**config.mk**
```make
export PLATFORM = sky130hd
export DESIGN_NAME = version_string_at_least
export DESIGN_NICKNAME = d
export VERILOG_FILES = /design/src/rtl/core/vsal_pkg.sv /design/src/rtl/core/version_string_at_least.sv
export SDC_FILE = /design/constraint.sdc
export NUM_CORES = 1
export LEC_CHECK = 0
export ABC_AREA = 1
export ABC_CLOCK_PERIOD_IN_PS = 6190
export BUFFER_PORTS_ARGS = -buffer_cell sky130_fd_sc_hd__buf_4
export CAP_MARGIN = 20
export CORE_ASPECT_RATIO = 1.75
export CORE_UTILIZATION = 32
export DETAILED_ROUTE_END_ITERATION = 8
export PLACE_DENSITY_LB_ADDON = 0.2
export RECOVER_POWER = 25
export SLEW_MARGIN = 20
export SYNTH_ARGS = -nofsm -noshare
export SYNTH_HDL_FRONTEND = slang
export SYNTH_SLANG_ARGS = --single-unit
```
**constraint.sdc**
```tcl
create_clock -name clock -period 6.19 [get_ports clock]
set_input_delay 1.238 -clock clock [delete_from_list [all_inputs] [get_ports clock]]
set_output_delay 1.238 -clock clock [all_outputs]
set_load 0.01 [all_outputs]
```
**src/rtl/core/vsal_pkg.sv**
```systemverilog
`default_nettype none
// ----------------------------------------------------------------------------
// Version check package
// Character codes, limits and helper functions shared by the version
// string checker.
// ----------------------------------------------------------------------------
package vsal_pkg;

   // Width of one version part and of each required-version register.
   localparam int PART_W = 17;

   // Largest value that a version part may take.
   localparam logic [PART_W-1:0] PART_LIMIT = 17'd100000;

   // Characters with a meaning in the string.
   localparam logic [7:0] CHAR_LOWER_V = 8'h76;
   localparam logic [7:0] CHAR_UPPER_V = 8'h56;
   localparam logic [7:0] CHAR_DOT     = 8'h2E;
   localparam logic [7:0] CHAR_DASH    = 8'h2D;
   localparam logic [7:0] CHAR_ZERO    = 8'h30;
   localparam logic [7:0] CHAR_NINE    = 8'h39;

   // Length of the "dirty" suffix and the code for a suffix that cannot match.
   localparam logic [2:0] DIRTY_LEN  = 3'd5;
   localparam logic [2:0] DIRTY_DEAD = 3'd7;

   // Register indexes of the configuration port.
   localparam logic [1:0] CSR_MAJOR = 2'd0;
   localparam logic [1:0] CSR_MINOR = 2'd1;
   localparam logic [1:0] CSR_PATCH = 2'd2;

   // True for the bytes '0' to '9'.
   function automatic logic is_digit(input logic [7:0] c);
      return (c >= CHAR_ZERO) && (c <= CHAR_NINE);
   endfunction

   // Expected character at a given position of the word "dirty".
   function automatic logic [7:0] dirty_char(input logic [2:0] pos);
      logic [7:0] ch;
      case (pos)
         3'd0:    ch = 8'h64;
         3'd1:    ch = 8'h69;
         3'd2:    ch = 8'h72;
         3'd3:    ch = 8'h74;
         3'd4:    ch = 8'h79;
         default: ch = 8'h00;
      endcase
      return ch;
   endfunction

endpackage
`default_nettype wire

```
**src/rtl/core/version_string_at_least.sv**
```systemverilog
`default_nettype none
// ----------------------------------------------------------------------------
// Version string checker
// Parses a streamed version string and tells whether it is at least the
// configured major.minor.patch.
// ----------------------------------------------------------------------------
// One character is taken per item, and a new item can be accepted in every
// clock cycle while req_stall is low. Each item passes through an input
// register and is parsed there; the answer enters the result register and
// rsp_valid rises at the same edge at which the last item leaves the input
// register. Only the item marked last produces a result item. While a result
// is held back by rsp_stall, a last item behind it waits in the input
// register and req_stall is raised; other items keep moving. The user must
// write the required version through the csr_ port only while no string is
// in flight; the block does not enforce it. A write to index 3 has no effect.
module version_string_at_least (
   input  wire                          clock,
   input  wire                          reset,
   // Configuration port
   input  wire                          csr_write,
   input  wire  [1:0]                   csr_index,
   input  wire  [vsal_pkg::PART_W-1:0]  csr_wdata,
   // Input channel
   input  wire                          req_valid,
   output logic                         req_stall,
   input  wire  [7:0]                   req_symbol,
   input  wire                          req_has_symbol,
   input  wire                          req_last,
   // Result channel
   output logic                         rsp_valid,
   input  wire                          rsp_stall,
   output logic                         rsp_at_least
);
   import vsal_pkg::*;

   // Parser phases.
   localparam logic [1:0] PH_START      = 2'd0;
   localparam logic [1:0] PH_PART_FIRST = 2'd1;
   localparam logic [1:0] PH_IN_PART    = 2'd2;
   localparam logic [1:0] PH_SUFFIX     = 2'd3;

   // Outcome of the part comparison so far.
   localparam logic [1:0] CMP_EQ = 2'd0;
   localparam logic [1:0] CMP_GT = 2'd1;
   localparam logic [1:0] CMP_LT = 2'd2;

   // Required version registers.
   logic [PART_W-1:0] major_ff, minor_ff, patch_ff;

   // Input register.
   logic              s1_valid_ff;
   logic [7:0]        s1_symbol_ff;
   logic              s1_has_ff;
   logic              s1_last_ff;

   // Parser state.
   logic [1:0]        phase_ff, phase_in;
   logic [1:0]        part_index_ff, part_index_in;
   logic [PART_W-1:0] part_value_ff, part_value_in;
   logic [1:0]        cmp_ff, cmp_in;
   logic              decided_ff, decided_in;
   logic              decided_value_ff, decided_value_in;
   logic [2:0]        dirty_ff, dirty_in;
   logic              sfx_digit_ff, sfx_digit_in;
   logic              sfx_only_ff, sfx_only_in;

   // Result register.
   logic              rsp_valid_ff;
   logic              rsp_at_least_ff;

   // Working signals of the parse step.
   logic              s1_advance;
   logic              s1_fire;
   logic              req_take;
   logic              rsp_take;
   logic              consume;
   logic              sym_digit;
   logic [20:0]       scaled;
   logic [PART_W-1:0] req_cur;
   logic [PART_W-1:0] req_nx;
   logic [1:0]        cmp_done;
   logic [1:0]        cmp_final;
   logic              answer;

   // Selects the required part for a part index.
   function automatic logic [PART_W-1:0] pick_req(input logic [1:0] idx,
                                                  input logic [PART_W-1:0] ma,
                                                  input logic [PART_W-1:0] mi,
                                                  input logic [PART_W-1:0] pa);
      logic [PART_W-1:0] r;
      case (idx)
         2'd0:    r = ma;
         2'd1:    r = mi;
         default: r = pa;
      endcase
      return r;
   endfunction

   // Folds one finished part into the comparison outcome.
   function automatic logic [1:0] fold_cmp(input logic [1:0] st,
                                           input logic [PART_W-1:0] val,
                                           input logic [PART_W-1:0] req);
      logic [1:0] r;
      r = st;
      if (st == CMP_EQ) begin
         if (val > req) begin
            r = CMP_GT;
         end else if (val < req) begin
            r = CMP_LT;
         end
      end
      return r;
   endfunction

   // Handshake control: the input register moves on unless it holds a last
   // item whose result cannot yet enter the result register.
   assign rsp_take   = rsp_valid_ff && !rsp_stall;
   assign s1_advance = !s1_last_ff || !rsp_valid_ff || !rsp_stall;
   assign s1_fire    = s1_valid_ff && s1_advance;
   assign req_stall  = s1_valid_ff && !s1_advance;
   assign req_take   = req_valid && !req_stall;

   assign rsp_valid    = rsp_valid_ff;
   assign rsp_at_least = rsp_at_least_ff;

   // Configuration registers.
   always_ff @(posedge clock) begin
      if (reset) begin
         major_ff <= '0;
         minor_ff <= '0;
         patch_ff <= '0;
      end else if (csr_write) begin
         case (csr_index)
            CSR_MAJOR: major_ff <= csr_wdata;
            CSR_MINOR: minor_ff <= csr_wdata;
            CSR_PATCH: patch_ff <= csr_wdata;
            default:   ;
         endcase
      end
   end

   // Input register.
   always_ff @(posedge clock) begin
      if (reset) begin
         s1_valid_ff <= 1'b0;
      end else if (req_take) begin
         s1_valid_ff <= 1'b1;
      end else if (s1_fire) begin
         s1_valid_ff <= 1'b0;
      end
   end

   always_ff @(posedge clock) begin
      if (req_take) begin
         s1_symbol_ff <= req_symbol;
         s1_has_ff    <= req_has_symbol;
         s1_last_ff   <= req_last;
      end
   end

   // Digit arithmetic for the current character.
   assign sym_digit = is_digit(s1_symbol_ff);
   assign scaled    = ({4'b0, part_value_ff} << 3) + ({4'b0, part_value_ff} << 1)
                    + {17'b0, s1_symbol_ff[3:0]};
   assign req_cur   = pick_req(part_index_ff, major_ff, minor_ff, patch_ff);
   assign cmp_done  = fold_cmp(cmp_ff, part_value_ff, req_cur);

   // Parse step: next parser state after the character in the input register.
   always_comb begin
      phase_in         = phase_ff;
      part_index_in    = part_index_ff;
      part_value_in    = part_value_ff;
      cmp_in           = cmp_ff;
      decided_in       = decided_ff;
      decided_value_in = decided_value_ff;
      dirty_in         = dirty_ff;
      sfx_digit_in     = sfx_digit_ff;
      sfx_only_in      = sfx_only_ff;
      consume          = 1'b1;
      if (s1_has_ff && !decided_ff) begin
         if (phase_ff == PH_START) begin
            phase_in = PH_PART_FIRST;
            if (s1_symbol_ff == CHAR_LOWER_V || s1_symbol_ff == CHAR_UPPER_V) begin
               consume = 1'b0;
            end
         end
         if (consume) begin
            case (phase_ff)
               PH_START, PH_PART_FIRST: begin
                  if (!sym_digit) begin
                     decided_in       = 1'b1;
                     decided_value_in = 1'b0;
                  end else begin
                     part_value_in = {13'b0, s1_symbol_ff[3:0]};
                     phase_in      = PH_IN_PART;
                  end
               end
               PH_IN_PART: begin
                  if (sym_digit) begin
                     if (scaled > {4'b0, PART_LIMIT}) begin
                        decided_in       = 1'b1;
                        decided_value_in = 1'b0;
                     end else begin
                        part_value_in = scaled[PART_W-1:0];
                     end
                  end else begin
                     cmp_in = cmp_done;
                     if (part_index_ff < 2'd2) begin
                        if (s1_symbol_ff != CHAR_DOT) begin
                           decided_in       = 1'b1;
                           decided_value_in = 1'b0;
                        end else begin
                           part_index_in = part_index_ff + 2'd1;
                           part_value_in = '0;
                           phase_in      = PH_PART_FIRST;
                        end
                     end else if (cmp_done != CMP_EQ) begin
                        decided_in       = 1'b1;
                        decided_value_in = (cmp_done == CMP_GT);
                     end else if (s1_symbol_ff != CHAR_DASH) begin
                        decided_in       = 1'b1;
                        decided_value_in = 1'b0;
                     end else begin
                        phase_in = PH_SUFFIX;
                     end
                  end
               end
               PH_SUFFIX: begin
                  if (s1_symbol_ff == CHAR_DASH) begin
                     decided_in       = 1'b1;
                     decided_value_in = sfx_digit_ff && sfx_only_ff;
                  end else begin
                     if (sym_digit) begin
                        sfx_digit_in = 1'b1;
                     end else begin
                        sfx_only_in = 1'b0;
                     end
                     if (dirty_ff < DIRTY_LEN && s1_symbol_ff == dirty_char(dirty_ff)) begin
                        dirty_in = dirty_ff + 3'd1;
                     end else begin
                        dirty_in = DIRTY_DEAD;
                     end
                  end
               end
               default: ;
            endcase
         end
      end
   end

   // Answer for a last item, taken from the state after its character.
   assign req_nx    = pick_req(part_index_in, major_ff, minor_ff, patch_ff);
   assign cmp_final = fold_cmp(cmp_in, part_value_in, req_nx);

   always_comb begin
      if (decided_in) begin
         answer = decided_value_in;
      end else begin
         case (phase_in)
            PH_IN_PART: answer = (part_index_in == 2'd2) && (cmp_final != CMP_LT);
            PH_SUFFIX:  answer = (dirty_in == DIRTY_LEN);
            default:    answer = 1'b0;
         endcase
      end
   end

   // Parser state registers; the end of a string returns them to reset.
   always_ff @(posedge clock) begin
      if (reset || (s1_fire && s1_last_ff)) begin
         phase_ff         <= PH_START;
         part_index_ff    <= 2'd0;
         part_value_ff    <= '0;
         cmp_ff           <= CMP_EQ;
         decided_ff       <= 1'b0;
         decided_value_ff <= 1'b0;
         dirty_ff         <= 3'd0;
         sfx_digit_ff     <= 1'b0;
         sfx_only_ff      <= 1'b1;
      end else if (s1_fire) begin
         phase_ff         <= phase_in;
         part_index_ff    <= part_index_in;
         part_value_ff    <= part_value_in;
         cmp_ff           <= cmp_in;
         decided_ff       <= decided_in;
         decided_value_ff <= decided_value_in;
         dirty_ff         <= dirty_in;
         sfx_digit_ff     <= sfx_digit_in;
         sfx_only_ff      <= sfx_only_in;
      end
   end

   // Result register.
   always_ff @(posedge clock) begin
      if (reset) begin
         rsp_valid_ff <= 1'b0;
      end else if (s1_fire && s1_last_ff) begin
         rsp_valid_ff <= 1'b1;
      end else if (rsp_take) begin
         rsp_valid_ff <= 1'b0;
      end
   end

   always_ff @(posedge clock) begin
      if (s1_fire && s1_last_ff) begin
         rsp_at_least_ff <= answer;
      end
   end

`ifndef NO_ASSERTIONS
   // The end of a string leaves the parser in its starting state.
   assert property (@(posedge clock) disable iff (reset)
      s1_fire && s1_last_ff |=> phase_ff == PH_START && !decided_ff && part_index_ff == 2'd0)
      else $error("parser state not cleared after the last item");

   // A fixed answer stays fixed until the string ends.
   assert property (@(posedge clock) disable iff (reset)
      decided_ff && !(s1_fire && s1_last_ff) |=> decided_ff && $stable(decided_value_ff))
      else $error("decided answer changed within a string");

   // A stored part never exceeds the limit.
   assert property (@(posedge clock) disable iff (reset)
      part_value_ff <= PART_LIMIT)
      else $error("version part above the limit was stored");

   // The suffix matcher is either on the word or dead.
   assert property (@(posedge clock) disable iff (reset)
      dirty_ff <= DIRTY_LEN || dirty_ff == DIRTY_DEAD)
      else $error("suffix match count out of range");

   // A last item never overwrites a result that has not been taken.
   assert property (@(posedge clock) disable iff (reset)
      s1_fire && s1_last_ff |-> !rsp_valid_ff || rsp_take)
      else $error("result register overwritten");
`endif

endmodule
`default_nettype wire

```
### Yosys cells after proc, flatten, opt, wreduce, memory -nomap -nowiden

Cells that the tools add are included.

* flip-flop bits (word level): 94
* input port bits: 34
* output and inout bits: 3
* word-level logic and storage cells: 169

* add/sub/neg operators: 4
* $lt $le $gt $ge: 9
* equal/unequal tests: 23
* multiplexer cells: 77
* bitwise logic cells: 2
* reductions and logical operators: 36

Operator list (number)
* 17-bit 2-to-1 mux: 7
* 17-bit one-hot mux with 2 select lines: 3
* 2-bit 2-to-1 mux: 25
* 7-bit one-hot mux with 5 select lines: 1
* 17-bit > comparator: 2
* 17-bit < comparator: 2
* 8-bit 2-to-1 mux: 4
* 1-bit 2-to-1 mux: 28
* 20-bit by 18-bit adder with 21-bit output: 1
* 21-bit by 4-bit adder with 21-bit output: 1
* 21-bit by 17-bit > comparator with 1-bit output, second input constant: 1
* 8-bit by 7-bit == test with 1-bit output, second input constant: 2
* 8-bit by 6-bit inequality test with 1-bit output, second input constant: 2
* 3-bit 2-to-1 mux: 5
* 2-bit == test, second input constant: 6
* 2-bit zero test: 6
* 6-bit AND reduction: 2
* 2-bit by 1-bit == test with 1-bit output, second input constant: 5
* 1-bit logical AND: 10
* 8-bit by 6-bit == test with 1-bit output, second input constant: 1
* 8-bit == test: 1
* 8-bit by 6-bit greater-or-equal comparator with 1-bit output, second input constant: 1
* 8-bit by 6-bit less-or-equal comparator with 1-bit output, second input constant: 1
* 3-bit by 2-bit == test with 1-bit output, second input constant: 2
* other kinds (17): 32

### Depth between registers and ports, before layout

Gate-level depths: netlist (run 1).

* depth after elaboration: 17
* depth in mapped cells: 37
* gate-level depth less buffers: 36

### Worst setup path before layout (run 1)

Ideal clock, no wire load.

* path type: register to register
* start: register s1_symbol_ff[3]
* end: register rsp_at_least_ff, in the netlist rsp_at_least (data pin)
* setup time: 0.252 ns
* arrival: 4.241 ns
* required time: 5.938 ns
* path slack: 1.697 ns
* cell stages (with the launch flop): 36
* path buffers: 1
* clock period less this slack: 4.493 ns
* cells stage by stage: edfxtp_1 fa_1 inv_1 fa_1 inv_1 nand3_1 nand2_2 nand2_2 nand2_2 nand3_2 nand2_1 nand2_1 nand2_1 nand2_1 nor2_4 buf_2 nand3_1 nand3_1 nand2_1 o21ai_1 nand2_1 nand2_1 inv_1 ha_1 nand2_1 inv_1 o21ai_0 a21oi_1 a2111oi_0 o211ai_1 nand2_1 a21oi_1 nand3_1 nand2_1 nand2_1 nand2_1

* elaborated cells on any way between the ends: 87
* classes of those cells: add/sub: 1; order compare: 5; eq/ne: 12; mux: 63; reduce/logical: 6

RTL lines
* start, declared: RTL line version_string_at_least.sv:52 `logic [7:0] s1_symbol_ff;`
* start signal, assigned: RTL line version_string_at_least.sv:155 `s1_symbol_ff <= req_symbol;`
* 21-bit by 4-bit adder with 21-bit output, or another cell as far along: RTL line version_string_at_least.sv:164 `+ {17'b0, s1_symbol_ff[3:0]};`
* 21-bit by 17-bit > comparator with 1-bit output, or another cell as far along: RTL line version_string_at_least.sv:200 `if (scaled > {4'b0, PART_LIMIT}) begin`
* 17-bit 2-to-1 mux, or another cell as far along: RTL line version_string_at_least.sv:200
* 17-bit 2-to-1 mux / 1-bit 2-to-1 mux (equally long branches): RTL line version_string_at_least.sv:199, version_string_at_least.sv:181
* 17-bit one-hot mux with 2 select lines / 1-bit 2-to-1 mux (equally long branches): RTL line version_string_at_least.sv:188, version_string_at_least.sv:180
* 17-bit 2-to-1 mux (*): RTL line version_string_at_least.sv:187 `if (consume) begin`
* 17-bit 2-to-1 mux (*): RTL line version_string_at_least.sv:180 `if (s1_has_ff && !decided_ff) begin`
* net part_value_in[10]: RTL line version_string_at_least.sv:59 `logic [PART_W-1:0] part_value_ff, part_value_in;`
* 17-bit < comparator: RTL line version_string_at_least.sv:108 `end else if (val < req) begin`
* 2-bit 2-to-1 mux: RTL line version_string_at_least.sv:108
* 2-bit 2-to-1 mux (*): RTL line version_string_at_least.sv:106 `if (val > req) begin`
* 2-bit 2-to-1 mux (*): RTL line version_string_at_least.sv:105 `if (st == CMP_EQ) begin`
* 2-bit inequality test (*): RTL line version_string_at_least.sv:260 `PH_IN_PART: answer = (part_index_in == 2'd2) && (cmp_final != CMP_LT);`
* 1-bit logical AND (*): RTL line version_string_at_least.sv:260
* 1-bit one-hot mux with 2 select lines (*): RTL line version_string_at_least.sv:259 `case (phase_in)`
* 1-bit 2-to-1 mux (*): RTL line version_string_at_least.sv:256 `if (decided_in) begin`
* net answer: RTL line version_string_at_least.sv:83 `logic answer;`
* end signal, assigned: RTL line version_string_at_least.sv:305 `rsp_at_least_ff <= answer;`
* end, declared: RTL line version_string_at_least.sv:69 `logic rsp_at_least_ff;`

The timed path passes the listed nets; every way through them passes the cells marked *. The select of a mux whose other input is x is not followed.
A chain may end at the register's enable or synchronous reset.

### Worst setup path after layout (run 1)

Same ends and word-level chain as after synthesis.

==> results.yml, run 1 <==
run_status:
  status: "finished with violations"
  failed_checks: "max-capacitance violations, max-slew violations"
power_and_ir_drop:
  p_switching_mw: 0.585
  pwr-share-seq: 0.397
  p_int_mw: 1.14
  sw_frac_of_total: 0.340
  combPwrFrac: 0.279
  ir_worst_vdd_mv: 0.151
  leakagePower_nw: 4.02
  power.share.clock: 0.324
  p_per_area_nw_per_um2: 202
floorplan:
  boundaryPins: 37
  design.core.area_um2: 23400
  rows: 74
  initial_core_util: 0.326
  dieHeight_um: 206
  die-area_um2: 24500
  die_w_um: 119
routing:
  firstDrtPassIters: 7
  drc_errors: 0
  dr.first_iter.drc_count: 325
  num_vias: 7694
  drt_wl_total_um: 22900
  avgRoutedWirePerCell_um: 14.9
  ant_nets: 0
  via_per_inst: 5.03
timing:
  tightest_slew_ps: 1800
  slew_violations: 54
  fin_crit_ps: 5380
  relSlewSlack: -0.199
  max_freq_ghz: 0.186
  fin_crit_sh: 0.869
  fin_tns_setup_ps: 0
  finalSetupViolCount: 0
  finClkSkew_ps: 9.32
  final_hold_viol_count: 0
  rsz0062_at_grt: "false"
final_layout:
  nets: 1332
  regArea_um2: 1990
  multi_input_comb_area_um2: 4840
  fillCellCount: 2562
  syn_to_final_growth_pct: 11.3
  drive_gt1_frac: 0.0758
  postLayoutCoreUtil: 0.363
  diodes: 0
cts:
  cts.clk_slew.worst_paths_ps: 70
  htreeDepth: 3
  cts-root-buf: "clkbuf_16"
  cts_inserted_buffers: 9
  cts-resized-gates: 0
  cts_tree: "built"
  postCtsSetupRepairBufs: 0
  cts_hold_buf: 0
  clk_latency_ps: 350
  clock_sinks: 94
  clock_tree.buffer_depth: 2
critical_path:
  worst_setup_path_start_kind: "flip-flop"
  path_buf_inv: 5
  slowest_delay_ps: 590
  critPathKind: "reg -> reg"
  worst_path_most_repeated_cell: "nand2_1"
  end_kind: "flip-flop"
  startpoint: "s1_symbol_ff[3]"
  cp_data_required_time_ps: 6300
  crit_fanout: 24
  r2r-start: "s1_symbol_ff[3]"
  path_delay_family: "simple AND/OR/NAND/NOR gates"
  slowest_stage: "fa_1"
  cp.arrival_ps: 5490
global_routing:
  grt_pass1_wl_um: 37400
  grt-ovfl-total: 0
  grt_max_degree: 54
  grt_pass1_vias: 7384
  track_usage: 0.194
  antenna_found_initial: 0
synth:
  avgSynthCellArea_um2: 6.35
  synth_top_area_share: 0.217
  syn-num-nets: 1313
  synthesis.area_um2: 7640
  netlist_instances: 1203
  synth_top_area_cell: "dfxtp_1"
  synth.area.top_cells: "dfxtp_1, nand2_1, ha_1"
  yosysSeqAreaShare: 0.261
  synth_cell_types: 46
  ys_ff_latch: 94
  yosysWarnings: 0
place:
  portBuffers: 36
  gp_congestion: 0.848
  dp_hpwl_um: 18300
flow_run:
  cap_violations: 1
hold_path:
  min_from: "sfx_only_ff"
  hold_path.class: "reg -> reg"
[cell usage in the layout, fill, tap and decap left out, types with 2 or more instances in the layout]
master,count
nand2_1,289
inv_1,155
nor2_1,137
o21ai_0,100
a21oi_1,88
dfxtp_1,83
ha_1,74
nand3_1,68
buf_4,40
nor3_1,21
nand4_1,20
a221oi_1,17
o21ai_1,15
o221ai_1,15
clkbuf_4,12
edfxtp_1,11
clkbuf_16,9
nand2_2,8
inv_2,6
nand3b_1,6
a211oi_1,5
nor2_2,4
nor4_1,4
clkinv_1,3
a21oi_2,3
o21bai_1,3
a31oi_1,3
o211ai_1,3
o22ai_1,2
fa_1,2
clkbuf_1,2
clkinv_2,2
[metal layers]
metal | global-route usage | routed length (µm) | vias to the layer above
li1 | - | - | 4047
met1 | 0.198 | 9040 | 3489
met2 | 0.395 | 12700 | 123
met3 | 0.0166 | 485 | 35
met4 | 0.0782 | 614 | 0
met5 | 0 | 0 | -
[power groups by stage]
stage	registers, mW	clock network (mW)	logic, mW
after floorplan	0.683	0	0.353
after global placement	0.696	0	0.480
after detailed placement	0.697	0	0.482
after CTS	0.683	0.575	0.485
after global routing	0.687	0.594	0.551
final	0.683	0.557	0.480
[flip-flops by register name (all words and copies together), names as in the netlist]
signal	count
phase_ff	2
s1_valid_ff	1
sfx_only_ff	1
dirty_ff	3
rsp_at_least	1
sfx_digit_ff	1
s1_symbol_ff	8
major_ff	17
s1_last_ff	1
part_index_ff	2
cmp_ff	2
decided_value_ff	1
patch_ff	17
part_value_ff	17
decided_ff	1
minor_ff	17
s1_has_ff	1
rsp_valid	1
[synthesized netlist by cell type, drive strengths merged]
master / number
nand2: 298
inv: 161
nor2: 142
o21ai: 116
a21oi: 91
dfxtp: 83
ha: 74
nand3: 69
clkbuf: 33
nor3: 22
nand4: 20
a221oi: 17
o221ai: 15
buf: 12
edfxtp: 11
nand3b: 6
a211oi: 5
nor4: 4
a31oi: 3
o211ai: 3
o21bai: 3
clkinv: 2
fa: 2
o22ai: 2
a2111oi: 1
a21o: 1
a22oi: 1
a311oi: 1
and2: 1
nor3b: 1
o21a: 1
o31ai: 1
or2: 1
[stage by stage]
step                      instances  hold WS (ps)  area [µm²]  setup slack, ps  total power [mW]
after floorplan                1203           419        7640             1700              1.04
after detailed placement       1515           439        8220              791              1.18
final                          1531           455        8500              814              1.72
after global routing           1531           468        8500              289              1.83
after CTS                      1531           452        8510              757              1.74
after global placement         1515           435        8220              977              1.18
[cell type report]
type                    instances  area share
repair buffers                 53      0.0464
clock inverters                 6     0.00706
well taps                     304      0.0447
multi-input cells             901       0.569
inverters                     163      0.0720
flip-flops and latches         94       0.234
clock buffers                  10      0.0269
[path summary, 6_finish.rpt]
check / depth (start not counted) / endpoint / slack [ps]
min reg2reg: 2 / sfx_only_ff / 460
max: 35 / rsp_at_least / 810
max reg2reg: 35 / rsp_at_least / 810
min: 2 / sfx_only_ff / 460
[logic make-up (layout without fill, tap and decap cells)]
kind of cell | after synthesis | in the layout | share of synthesized area
AO/OA/AOI/OAI | 261 | 261 | 0.195
adder cells (fa/ha/maj) | 76 | 76 | 0.126
buffers and inverters | 208 | 232 | 0.106
flip-flops | 94 | 94 | 0.261
AND/OR/NAND/NOR | 564 | 564 | 0.311
[worst reg2reg max path: cells and delay by family (launching register included)]
kind | cells | cell delay (ps)
adder cells (fa/ha/maj) | 3 | 1360
AND/OR/NAND/NOR | 21 | 1980
flip-flops | 1 | 470
AO/OA/AOI/OAI | 6 | 870
buffers and inverters | 5 | 450
Power figures use the tool's default switching activity.
==> run 2, diff against run 1 <==
--- a/config.mk
+++ b/config.mk
@@ -9,8 +9,8 @@
 export ABC_CLOCK_PERIOD_IN_PS = 6190
 export BUFFER_PORTS_ARGS = -buffer_cell sky130_fd_sc_hd__buf_4
 export CAP_MARGIN = 20
-export CORE_ASPECT_RATIO = 1.75
-export CORE_UTILIZATION = 32
+export CORE_ASPECT_RATIO = 0.9
+export CORE_UTILIZATION = 63
 export DETAILED_ROUTE_END_ITERATION = 8
 export PLACE_DENSITY_LB_ADDON = 0.2
 export RECOVER_POWER = 25
==> run 2 against run 1 <==
The flow now finishes without violations. Highest routed layer unchanged. Combinational power about the same. Setup slack improved by 230 ps. Clock power decreased by 0.7%. Final cell count decreased by 10%. First-iteration DRC count grew to 2.8 times the previous value. Routed wire length shrank 6.7%.
==> results.yml, run 2 (synthesis results as in run 1) <==
run_status:
  status: "complete, no violations"
critical_path:
  critPathKind: "reg -> reg"
  crit_fanout: 24
  end_kind: "flip-flop"
  worst_setup_path_start_kind: "flip-flop"
  path_buf_inv: 3
  cp.arrival_ps: 5260
  slowest_delay_ps: 600
  worst_path_most_repeated_cell: "nand2_1"
  slowest_stage: "fa_1"
  cp_data_required_time_ps: 6300
  path_delay_family: "simple AND/OR/NAND/NOR gates"
final_layout:
  drive_gt1_frac: 0.0721
  postLayoutCoreUtil: 0.712
  syn_to_final_growth_pct: 8.27
  layout_commonest_cell: "nand2_1"
  diodes: 0
  nets: 1325
  layout_common_cells: "nand2_1, inv_1, nor2_1"
routing:
  avgRoutedWirePerCell_um: 15.5
  dr.first_iter.drc_count: 921
  drc_errors: 0
  firstDrtPassIters: 6
  num_vias: 8058
  via_per_inst: 5.86
  drt_wl_total_um: 21300
  ant_nets: 0
power_and_ir_drop:
  p_int_mw: 1.12
  power.share.clock: 0.322
  sw_frac_of_total: 0.349
  combPwrFrac: 0.278
  ir_worst_vdd_mv: 0.132
  leakagePower_nw: 3.97
  p_switching_mw: 0.598
  power_mw: 1.72
  p_per_area_nw_per_um2: 207
  pwr-share-seq: 0.399
timing:
  finClkSkew_ps: 7.38
  tightest_slew_ps: 1110
  final_hold_viol_count: 0
  fin_crit_sh: 0.832
  relSlewSlack: 0.257
  fin_tns_setup_ps: 0
  slew_violations: 0
  max_freq_ghz: 0.194
  fin_crit_ps: 5150
  rsz0062_at_grt: "false"
  finalSetupViolCount: 0
cts:
  cts_inserted_buffers: 9
  cts_tree: "built"
  htreeDepth: 3
  clk_latency_ps: 350
  cts_hold_buf: 0
  clock_sinks: 94
  clock_tree.buffer_depth: 2
  cts-resized-gates: 0
  cts.clk_slew.worst_paths_ps: 70
  postCtsSetupRepairBufs: 0
  cts-root-buf: "clkbuf_16"
global_routing:
  grt-ovfl-total: 0
  grt_max_degree: 45
  grt_pass1_vias: 7385
  track_usage: 0.350
  antenna_found_initial: 0
  grt_pass1_wl_um: 35400
floorplan:
  die_w_um: 118
  rows: 37
  dieHeight_um: 106
  die-area_um2: 12600
  initial_core_util: 0.658
  boundaryPins: 37
  design.core.area_um2: 11600
hold_path:
  hold_path.class: "reg -> reg"
place:
  dp_hpwl_um: 15800
  gp_congestion: 0.924
  portBuffers: 36
flow_run:
  cap_violations: 0
[run 2: changes by cell type in the layout (fill, tap and decap cells not counted), sizes merged]
| cell | previous run | this run |
|---|---|---|
| clkbuf | 23 | 24 |
| bufinv | 1 | 0 |
| clkinv | 5 | 3 |
| buf | 40 | 33 |
| clkinvlp | 1 | 3 |
[run 2: layer usage]
| layer | vias to the layer above | part of all wire | global-route usage |
|---|---|---|---|
| li1 | 4034 | - | - |
| met5 | - | 0 | 0 |
| met3 | 50 | 0.078 | 0.0617 |
| met1 | 3659 | 0.45 | 0.472 |
| met4 | 0 | 0.025 | 0.127 |
| met2 | 315 | 0.44 | 0.559 |
[run 2: metrics by stage]
stage	cells	setup WS (ps)	hold slack (ps)	cell area [µm²]
floorplan	1203	1700	419	7640
global placement	1359	1300	436	7970
global route	1376	486	486	8270
detailed placement	1360	1130	441	7990
CTS	1376	1090	454	8280
finish	1376	1040	454	8270
[run 2: area by class of cell]
type	count	area, µm²
tap	156	195
sequential	94	1990
timing repair buffer	46	342
fill	1040	3350
clock inverter	5	40.0
inverter	163	612
clock buffer	11	254
multi-input combinational	901	4840
[run 2: worst reg2reg max path: cells and delay by family (launching register included)]
family	cells	cell delay (ps)
DFF	1	480
and+or+nand+nor	22	2070
adders and majority gates	3	1370
buffers and inverters	3	230
AOI/OAI and AO/OA	6	760
[run 2: final timing paths]
| check | to | cells after the start | slack [ps] | from |
|---|---|---|---|---|
| setup / recovery | rsp_at_least | 34 | 1040 | s1_symbol_ff[3] |
| hold / removal | sfx_only_ff | 2 | 450 | sfx_only_ff |
| setup reg to reg | rsp_at_least | 34 | 1040 | s1_symbol_ff[3] |
| hold reg to reg | sfx_only_ff | 2 | 450 | sfx_only_ff |
[run 2: power groups by stage]
stage / Sequential, mW / Combinational, mW / Clock (mW)
detailed placement: 0.696 / 0.464 / 0
floorplan: 0.683 / 0.353 / 0
CTS: 0.683 / 0.469 / 0.550
global placement: 0.695 / 0.452 / 0
global route: 0.687 / 0.544 / 0.576
finish: 0.685 / 0.478 / 0.553
